`src/rtl/core/sha1md_pkg.sv`:
```
// SHA-1 message digest package: round constants, initial chaining values,
// controller state type. No dependencies.
`default_nettype none
package sha1md_pkg;
  localparam logic [31:0] K0 = 32'h5A827999;
  localparam logic [31:0] K1 = 32'h6ED9EBA1;
  localparam logic [31:0] K2 = 32'h8F1BBCDC;
  localparam logic [31:0] K3 = 32'hCA62C1D6;
  localparam logic [31:0] H0 = 32'h67452301;
  localparam logic [31:0] H1 = 32'hEFCDAB89;
  localparam logic [31:0] H2 = 32'h98BADCFE;
  localparam logic [31:0] H3 = 32'h10325476;
  localparam logic [31:0] H4 = 32'hC3D2E1F0;
  localparam logic [7:0] PAD_BYTE = 8'h80;

  typedef enum logic [2:0] {
    ST_IDLE,
    ST_PAD,
    ST_LEN,
    ST_COMP,
    ST_FIN,
    ST_OUT
  } state_t;

  typedef struct packed {
    logic start;
    logic busy;
    logic done;
  } comp_ctl_t;
endpackage
`default_nettype wire

```
`src/rtl/core/sha1md_round.sv`:
```
// SHA-1 round engine: 16-word schedule memory (read, expand, write back),
// 80 rounds one per cycle, chaining update. Depends on sha1md_pkg.
`default_nettype none
module sha1md_round
  import sha1md_pkg::*;
(
  input  wire logic        clk,
  input  wire logic        rst,
  input  wire logic        wr_en,
  input  wire logic [3:0]  wr_addr,
  input  wire logic [31:0] wr_data,
  input  wire logic        start,
  input  wire logic        clear,
  output comp_ctl_t        ctl,
  output logic [159:0]     chain
);
  logic [31:0] sched [16];
  logic [31:0] a, b, c, d, e;
  logic [31:0] h [5];
  logic [6:0]  rnd;
  logic        busy;
  logic        done;
  logic [31:0] w, wx, f, k, t;
  logic [31:0] s13, s8, s2, s0;

  // window of last 16 schedule words kept as shift line for fixed taps
  assign s13 = sched[13];
  assign s8  = sched[8];
  assign s2  = sched[2];
  assign s0  = sched[0];
  assign wx  = s13 ^ s8 ^ s2 ^ s0;
  assign w   = (rnd < 7'd16) ? s0 : {wx[30:0], wx[31]};

  always_comb begin
    if (rnd < 7'd20) begin
      f = (b & c) | (~b & d);
      k = K0;
    end else if (rnd < 7'd40) begin
      f = b ^ c ^ d;
      k = K1;
    end else if (rnd < 7'd60) begin
      f = (b & c) | (b & d) | (c & d);
      k = K2;
    end else begin
      f = b ^ c ^ d;
      k = K3;
    end
  end
  assign t = {a[26:0], a[31:27]} + f + e + k + w;

  always_ff @(posedge clk) begin
    if (wr_en && !busy) begin
      sched[wr_addr] <= wr_data;
    end else if (busy) begin
      for (int i = 0; i < 15; i++) begin
        sched[i] <= sched[i + 1];
      end
      sched[15] <= w;
    end
  end

  always_ff @(posedge clk) begin
    if (rst || clear) begin
      h[0] <= H0; h[1] <= H1; h[2] <= H2; h[3] <= H3; h[4] <= H4;
      busy <= 1'b0;
      done <= 1'b0;
      rnd  <= '0;
    end else begin
      done <= 1'b0;
      if (start && !busy) begin
        busy <= 1'b1;
        rnd  <= '0;
        a <= h[0]; b <= h[1]; c <= h[2]; d <= h[3]; e <= h[4];
      end else if (busy) begin
        e <= d;
        d <= c;
        c <= {b[1:0], b[31:2]};
        b <= a;
        a <= t;
        if (rnd == 7'd79) begin
          busy <= 1'b0;
          done <= 1'b1;
        end
        rnd <= rnd + 7'd1;
      end else if (done) begin
        h[0] <= h[0] + a; h[1] <= h[1] + b; h[2] <= h[2] + c;
        h[3] <= h[3] + d; h[4] <= h[4] + e;
      end
    end
  end

  assign ctl.start = start;
  assign ctl.busy  = busy || done;
  assign ctl.done  = done;
  assign chain = {h[0] + (done ? a : 32'd0), h[1] + (done ? b : 32'd0),
                  h[2] + (done ? c : 32'd0), h[3] + (done ? d : 32'd0),
                  h[4] + (done ? e : 32'd0)};
endmodule
`default_nettype wire

```
`src/rtl/core/sha1_message_digest_core.sv`:
```
// SHA-1 message digest top level: byte packing, padding sequencer, output
// register. Depends on sha1md_pkg and sha1md_round.
//   channel | signals                                    | direction
//   input   | valid, stall, data_byte, has_byte, is_last   | in (stall out)
//   output  | out_valid, out_stall, digest_word0..4        | out (stall in)
// Bytes are taken one per cycle while idle; the 64th byte of a block holds the input
// stalled while the 80-round engine runs and the chaining words are updated.
// A last word adds padding at one byte per cycle plus one or two compressions.
// Reset returns the chaining words to the initial values and empties the buffer.
// A stalled digest holds the input side stalled until it is taken.
`default_nettype none
module sha1_message_digest_core
  import sha1md_pkg::*;
(
  input  wire logic        clk,
  input  wire logic        rst,
  input  wire logic        valid,
  output logic             stall,
  input  wire logic [7:0]  data_byte,
  input  wire logic        has_byte,
  input  wire logic        is_last,
  output logic             out_valid,
  input  wire logic        out_stall,
  output logic [31:0]      digest_word0,
  output logic [31:0]      digest_word1,
  output logic [31:0]      digest_word2,
  output logic [31:0]      digest_word3,
  output logic [31:0]      digest_word4
);
  state_t      state, state_next;
  logic [5:0]  fill;
  logic [63:0] byte_count;
  logic [23:0] pack;
  logic        final_blk;
  logic        pad_sent;
  logic        last_pend;
  logic        wr_en;
  logic [31:0] wr_data;
  logic [7:0]  put_byte;
  logic        put;
  logic        start;
  logic        clear;
  comp_ctl_t   ctl;
  logic [159:0] chain;
  logic        acc;
  logic [63:0] bits;

  assign acc   = valid && !stall;
  assign stall = (state != ST_IDLE);
  assign bits  = {byte_count[60:0], 3'b000};

  sha1md_round u_round (
    .clk(clk), .rst(rst), .wr_en(wr_en), .wr_addr(fill[5:2]),
    .wr_data(wr_data), .start(start), .clear(clear), .ctl(ctl), .chain(chain)
  );

  always_comb begin
    put = 1'b0;
    put_byte = data_byte;
    state_next = state;
    start = 1'b0;
    clear = 1'b0;
    case (state)
      ST_IDLE: begin
        if (acc && has_byte) begin
          put = 1'b1;
        end
        if (acc && (is_last || (has_byte && fill == 6'd63))) begin
          state_next = (has_byte && fill == 6'd63) ? ST_COMP : ST_PAD;
        end
      end
      ST_PAD: begin
        put = 1'b1;
        put_byte = PAD_BYTE;
        state_next = (fill == 6'd63) ? ST_COMP : ST_LEN;
      end
      ST_LEN: begin
        put = 1'b1;
        put_byte = (final_blk && fill >= 6'd56) ? bits[{~fill[2:0], 3'b000} +: 8] : 8'h00;
        state_next = (fill == 6'd63) ? ST_COMP : ST_LEN;
      end
      ST_COMP: begin
        if (!ctl.busy) begin
          start = 1'b1;
          state_next = ST_FIN;
        end
      end
      ST_FIN: begin
        if (ctl.done) begin
          if (final_blk) begin
            state_next = ST_OUT;
          end else if (pad_sent) begin
            state_next = ST_LEN;
          end else if (last_pend) begin
            state_next = ST_PAD;
          end else begin
            state_next = ST_IDLE;
          end
        end
      end
      ST_OUT: begin
        if (!out_stall) begin
          clear = 1'b1;
          state_next = ST_IDLE;
        end
      end
      default: state_next = ST_IDLE;
    endcase
  end

  assign wr_en   = put && (fill[1:0] == 2'd3);
  assign wr_data = {pack, put_byte};

  always_ff @(posedge clk) begin
    if (rst) begin
      state <= ST_IDLE;
    end else begin
      state <= state_next;
    end
  end

  always_ff @(posedge clk) begin
    if (rst || clear) begin
      fill <= '0;
      byte_count <= '0;
      final_blk <= 1'b0;
      pad_sent <= 1'b0;
      out_valid <= 1'b0;
    end else begin
      if (put) begin
        pack <= {pack[15:0], put_byte};
        fill <= fill + 6'd1;
      end
      if (state == ST_IDLE && acc && has_byte) begin
        byte_count <= byte_count + 64'd1;
      end
      if (state == ST_IDLE && acc && is_last) begin
        final_blk <= 1'b0;
      end
      if (state == ST_PAD) begin
        final_blk <= (fill < 6'd56);
        pad_sent <= 1'b1;
      end
      if (state == ST_FIN && ctl.done && !final_blk && pad_sent) begin
        final_blk <= 1'b1;
      end
      if (state == ST_FIN && ctl.done) begin
        if (final_blk) begin
          out_valid <= 1'b1;
          {digest_word0, digest_word1, digest_word2, digest_word3, digest_word4} <= chain;
        end
      end
    end
  end

  // pending last after a full block: remember is_last across the compression
  always_ff @(posedge clk) begin
    if (rst || clear) begin
      last_pend <= 1'b0;
    end else if (state == ST_IDLE && acc) begin
      last_pend <= is_last && has_byte && fill == 6'd63;
    end else if (state == ST_FIN && ctl.done && last_pend) begin
      last_pend <= 1'b0;
    end
  end
endmodule
`default_nettype wire

```
`config.mk`:
```
export PLATFORM = sky130hd
export DESIGN_NAME = sha1_message_digest_core
export DESIGN_NICKNAME = d
export VERILOG_FILES = /design/src/rtl/core/sha1md_pkg.sv /design/src/rtl/core/sha1md_round.sv /design/src/rtl/core/sha1_message_digest_core.sv
export SDC_FILE = /design/constraint.sdc
export NUM_CORES = 2
export LEC_CHECK = 0
export BUFFER_PORTS_ARGS = -buffer_cell sky130_fd_sc_hd__buf_2
export CORE_MARGIN = 2
export CORE_UTILIZATION = 65
export CTS_BUF_LIST = sky130_fd_sc_hd__clkbuf_16
export DETAILED_ROUTE_END_ITERATION = 7
export PLACE_DENSITY = 0.83
export SETUP_SLACK_MARGIN = 0.5
export SKIP_LAST_GASP = 1
export SYNTH_ARGS = -nofsm -noshare
export SYNTH_HDL_FRONTEND = slang
export SYNTH_SLANG_ARGS = --single-unit
```
`constraint.sdc`:
```
create_clock -name clk -period 23.1 [get_ports clk]
set_input_delay 1.155 -clock clk [delete_from_list [all_inputs] [get_ports clk]]
set_output_delay 1.155 -clock clk [all_outputs]
set_load 0.01 [all_outputs]
```
==> Yosys cells after proc, flatten, opt, wreduce, memory -nomap -nowiden <==
Memory sizes are Yosys's and may differ from the RTL's.
Cells that the tools add are included.
Widths: inputs -> output; s select.
{ "totals": {"register_bits": 430, "ram_bits": 672, "input_bits": 14, "output_inout_bits": 162, "memories": 2} }
{ "mem_list": {"columns": ["memory", "words", "word_bits", "read_ports", "rd_ports_with_merged_regs", "wr", "line_no", "text"], "rows": [
  ["u_round.sched", 16, 32, 16, 0, 16, "sha1md_round.sv:17", "logic [31:0] sched [16];"],
  ["u_round.h", 5, 32, 5, 0, 5, "sha1md_round.sv:19", "logic [31:0] h [5];"]
]} }
{ "classes": {"addsub": 17, "n_lt_le_gt_ge": 6, "eq_ne": 12, "shift": 1, "n_mux": 69, "bitwise": 21, "reduce_logical": 37} }
{ "ops": {"columns": ["operator", "count"], "rows": [
  ["$mux 32", 27],
  ["$add 32x32->32", 14],
  ["$xor 32x32->32", 5],
  ["$and 32x32->32", 4],
  ["$or 32x32->32", 3],
  ["$add 64x1->64 const B", 1],
  ["$shiftx 64x7->8", 1],
  ["$not 32->32", 1],
  ["$reduce_or 32->1", 1],
  ["$mux 31", 1],
  ["$mux 1", 29],
  ["$logic_and 1x1->1", 17],
  ["$pmux 8 s2", 1],
  ["$mux 3", 5],
  ["$pmux 3 s5", 1],
  ["$lt 7x5->1 const B", 2],
  ["$lt 7x6->1 const B", 2],
  ["$mux 8", 1],
  ["$add 7x1->7 const B", 1],
  ["$eq 7x7->1 const B", 1],
  ["$add 6x1->6 const B", 1],
  ["$eq 3x2->1 const B", 2],
  ["$eq 3x3->1 const B", 2],
  ["$eq 6x6->1 const B", 1],
  ["22 further kinds", 39]
]} }

==> Logic depth before layout (Yosys ltp) <==
{ "depth": {"ltp_word": 12, "depth_mapped": 26, "depth_no_buf": 24} }

==> Modules after synthesis <==
From an unflattened synthesis, not the netlist that was laid out.
{ "unflattened": {"hier_cells": 6290, "hier_area_um2": 64131.5} }
{ "modules_own_cells": {"columns": ["mod", "instances", "cells_each", "area_per_inst_um2", "seq_area_each_um2"], "rows": [
  ["sha1md_round", 1, 5585, 54293.3, 25164.1],
  ["sha1_message_digest_core", 1, 705, 9838.2, 7006.7]
]} }

==> Worst setup path after synthesis <==
OpenSTA, ideal clock, no wires.
{ "synth_path": {"kind": "input-to-reg", "startpoint": "input port out_stall", "endpoint": "register u_round.busy", "t_arrival_ns": 10.077, "required_time_ns": 23.009, "path_slack_ns": 12.931, "path_stages": 5, "cell_sequence": "inv_1 a31o_2 clkbuf_1 a21oi_1 o31a_1"} }
{ "synth_between": {"elab_chain_len": 3} }
{ "synth_rtl": {"columns": ["element", "line_no", "text"], "rows": [
  ["from (decl)", "sha1_message_digest_core.sv:23", "input wire logic out_stall,"],
  ["$mux 1", "sha1_message_digest_core.sv:102", "if (!out_stall) begin"],
  ["$mux 1", "sha1_message_digest_core.sv:63", "case (state)"],
  ["$logic_or 1x1->1", "sha1md_round.sv:63", "if (rst || clear) begin"],
  ["to (signal assigned)", "sha1md_round.sv:65", "busy <= 1'b0;"],
  ["to (signal assigned)", "sha1md_round.sv:71", "busy <= 1'b1;"],
  ["to (signal assigned)", "sha1md_round.sv:81", "busy <= 1'b0;"],
  ["to (decl)", "sha1md_round.sv:21", "logic busy;"]
]} }
No other way between the ends.
A chain may end at the register's enable or synchronous reset.

==> Worst setup path after layout <==
{ "layout_path": {"startpoint": "register u_round.rnd[4]", "endpoint": "register u_round.a[31] (data pin)"} }
{ "layout_between": {"elab_chain_len": 10} }
{ "layout_rtl": {"columns": ["element", "line_no", "text"], "rows": [
  ["from (decl)", "sha1md_round.sv:20", "logic [6:0] rnd;"],
  ["from (signal assigned)", "sha1md_round.sv:84", "rnd <= rnd + 7'd1;"],
  ["$lt 7x6->1", "sha1md_round.sv:41", "end else if (rnd < 7'd60) begin"],
  ["$mux 32", "sha1md_round.sv:41", null],
  ["$mux 32", "sha1md_round.sv:38", "end else if (rnd < 7'd40) begin"],
  ["$mux 32", "sha1md_round.sv:35", "if (rnd < 7'd20) begin"],
  ["$add 32x32->32 (3 in a row)", "sha1md_round.sv:49", "assign t = {a[26:0], a[31:27]} + f + e + k + w;"],
  ["$add 32x32->32 *", "sha1md_round.sv:49", null],
  ["$mux 32 *", "sha1md_round.sv:74", "end else if (busy) begin"],
  ["$mux 32 *", "sha1md_round.sv:70", "if (start && !busy) begin"],
  ["to (signal assigned)", "sha1md_round.sv:73", "a <= h[0]; b <= h[1]; c <= h[2]; d <= h[3]; e <= h[4];"],
  ["to (signal assigned)", "sha1md_round.sv:79", "a <= t;"],
  ["to (decl)", "sha1md_round.sv:18", "logic [31:0] a, b, c, d, e;"]
]} }
Every way passes the cells marked *; elsewhere a longest branch is shown, timed or not. The select of a mux whose other input is x is not followed.

==> impl_metrics.json <==
{
  "cpPeakStageDelay_ns": 0.63,
  "die_w_um": 317,
  "crit_family": "compound AO/OA/AOI/OAI gates",
  "yosysMostFrequentCell": "nand2_1",
  "cts_root_buffer": "clkbuf_16",
  "drcViolationCount": 0,
  "fin_crit_sh": 0.302,
  "rows": 114,
  "slew_headroom": 0.0511,
  "fp.dieH_um": 317,
  "crit_path_start_kind": "register",
  "path_class": "register to register",
  "globalplace.congestion": 0.961,
  "startpoint": "u_round.rnd[4]",
  "hp-class": "register to register",
  "endpoint_kind": "register",
  "ys_ff_latch": 1099,
  "clk_path_buf_depth": 3,
  "setup_violations": 0,
  "cp_max_fo": 33,
  "hold_depth": 1,
  "cts_resized": 0,
  "routed_wl_um": 174000,
  "synth_edf_count": 1016,
  "nFillCells": 6821,
  "grt_usage": 0.343,
  "cts_setup_buffers": 0,
  "ys_top_cells_by_area": "edfxtp_1 (48%), nand2_1 (8.3%), ha_1 (7.4%)",
  "initial_core_util": 0.658,
  "worstHoldStart": "out_valid",
  "postSynthAreaPerCell_um2": 10.3,
  "fin_setup_tns_ns": 0,
  "routed-via-count": 47600,
  "ff2ff_setup_slack_ns": 16.12,
  "antenna_found_initial": 7,
  "ys_seq_area_frac": 0.504,
  "synth_commonest_cells": "nand2_1 (1406), edfxtp_1 (1016), a21oi_1 (431)",
  "areaGrowthSynthToFinish_pct": 9.04,
  "reg2reg_to": "u_round.a[31]",
  "cellPowerDensity_mw_per_mm2": 63.6,
  "crit_buf_inv": 4,
  "nNetsFinal": 6869,
  "htreeDepth": 3,
  "worst_pin_slew_ns": 1.42,
  "portBuffers": 175,
  "min_period_ns": 6.98,
  "routedWlPerCell_um": 22.5,
  "max_clock_freq_mhz": 143,
  "grt.overflow.total": 0,
  "crit_top_cell": "fa_1",
  "power_leakage_nw": 27.7,
  "maxSlewViolCount": 0,
  "worstRegToRegCells": 25,
  "place_ws_ns": 16.38,
  "hold_viol_final": 0,
  "via_per_inst": 6.17,
  "core_area_mm2": 0.0970,
  "rsz0062_at_grt": "no",
  "drt-initial-drc-count": 5247,
  "hold_path_end": "out_valid",
  "r2r-start": "u_round.rnd[4]",
  "cts_buffers": 111,
  "antenna_left": 0,
  "ios": 176,
  "crit_arrival_ns": 7.39,
  "dp_hpwl_um": 120000,
  "maxCapViolCount": 0,
  "cts_hold_buf": 0,
  "grt_max_degree": 246,
  "ys.flop_type": "edfxtp_1",
  "clock-sinks": 1099,
  "syn_nets": 6748,
  "yosys_warnings": 0,
  "worst_slack_ns": 16.12,
  "n_antenna_cell": 0,
  "grt_pass1_wl_um": 264000,
  "clock_latency_ns": 0.73,
  "required_ns": 23.50,
  "clk_pin_slew_ns": 0.06,
  "ir_worst_vdd_mv": 0.0645,
  "synth_top_cell_by_area": "edfxtp_1",
  "clock-skew-final_ns": 0.0377,
  "ys_types": 88,
  "yosysTopAreaCellShare": 0.478,
  "grt_pass1_vias": 46500,
  "dieArea_mm2": 0.101,
  "cts_tree": "done",
  "drt_pass1_iterations": 7,
  "crit_slowest_cell": "a211oi_1",
  "syn_area_mm2": 0.0638,
  "synthCells": 6226,
  "drive_above_1_share": 0.0731,
  "status": "finished, final reports clean",
  "async_flop_share": 0
}
-- area by class of cell --
type	instances	area (um^2)	share of cell area
repair buffers	218	1240	0.0178
clock inverters	94	706	0.0101
inverters	387	1450	0.0209
flip-flops and latches	1099	32200	0.462
multi-input cells	4530	29600	0.426
clock buffers	112	2800	0.0403
well taps	1276	1600	0.0229
-- worst max-delay path by stage --
stage / endpoint / slack (ns) / cells after the start
final: u_round.a[31] / 16.12 / 25
after CTS: u_round.a[31] / 16.29 / 25
after floorplan: u_round.busy / 12.93 / 5
after global routing: u_round.a[29] / 15.82 / 25
after global placement: u_round.a[31] / 16.38 / 25
after detailed placement: u_round.a[31] / 16.38 / 25
-- worst reg2reg max path: stages, from the launching register on --
cell,delay (ns)
dfxtp_1,0.39
a41oi_1,0.53
nand2_1,0.14
nand2_1,0.09
buf_4,0.36
nor2_1,0.09
a211oi_1,0.63
fa_1,0.54
inv_1,0.09
fa_1,0.45
fa_1,0.47
inv_1,0.07
ha_1,0.18
inv_1,0.06
fa_1,0.39
nor2b_1,0.16
o31a_1,0.19
o221a_2,0.25
o2111ai_2,0.14
a211oi_2,0.36
o2111ai_2,0.20
a311oi_2,0.41
a211o_1,0.19
a21oi_1,0.08
xnor2_1,0.14
a21oi_1,0.08
-- state kept, by name (all words and copies together) (netlist names), 7 cells and up --
signal,cells
u_round.sched,512
u_round.b,32
u_round.a,32
u_round.rnd,7
byte_count,61
u_round.d,32
u_round.c,32
digest_word4,32
u_round.h,160
u_round.e,32
digest_word1,32
pack,24
digest_word3,32
digest_word0,32
digest_word2,32
-- per-layer routing --
layer | track usage | part of all wire | routed length [um]
met1 | 0.431 | 0.37 | 64600
met2 | 0.568 | 0.48 | 83300
met3 | 0.0632 | 0.091 | 15900
met4 | 0.183 | 0.057 | 9920
met5 | 0 | 0.00023 | 40
-- power breakdown --
group          leakage (nW)  total [mW]  internal, mW  switching (mW)
logic                  16.3       0.400         0.141           0.260
clock network          1.82        1.76         0.960           0.799
registers              9.53        2.27          2.24          0.0316
-- metrics by stage --
| stage | instances | utilization | instance area, um^2 | hold slack [ns] | power [mW] |
|---|---|---|---|---|---|
| floorplan | 6226 | - | 63800 | 0.427 | 2.59 |
| global placement | 7510 | 0.682 | 66100 | 0.432 | 2.68 |
| detailed placement | 7510 | 0.682 | 66100 | 0.439 | 2.70 |
| CTS | 7716 | 0.718 | 69600 | 0.453 | 4.43 |
| global route | 7716 | 0.718 | 69600 | 0.478 | 4.55 |
| finish | 7716 | 0.718 | 69600 | 0.453 | 4.43 |
-- cell usage in the layout, fill, tap and decap left out, types with 64 or more instances in the layout --
cell,instances
fa_1,129
nor2b_1,77
clkbuf_16,112
nand2_1,1405
buf_2,175
inv_1,412
o21a_1,64
o21ai_0,241
ha_1,379
a21o_1,143
xnor2_1,296
nand3_1,73
xor2_1,149
edfxtp_1,1016
and2_1,174
a21oi_1,429
dfxtp_1,81
nor2_1,365
-- logic make-up (layout without fill, tap and decap cells) --
group | Yosys count | count (layout) | share of synthesized area
AOI/OAI and AO/OA | 1187 | 1187 | 0.118
xor gates and xnor gates | 445 | 445 | 0.0611
buffers and inverters | 597 | 811 | 0.0351
muxes | 28 | 28 | 0.00694
DFF | 1099 | 1099 | 0.504
adders and majority gates | 508 | 508 | 0.115
and+or+nand+nor | 2362 | 2362 | 0.161
Power figures use the tool's default switching activity.
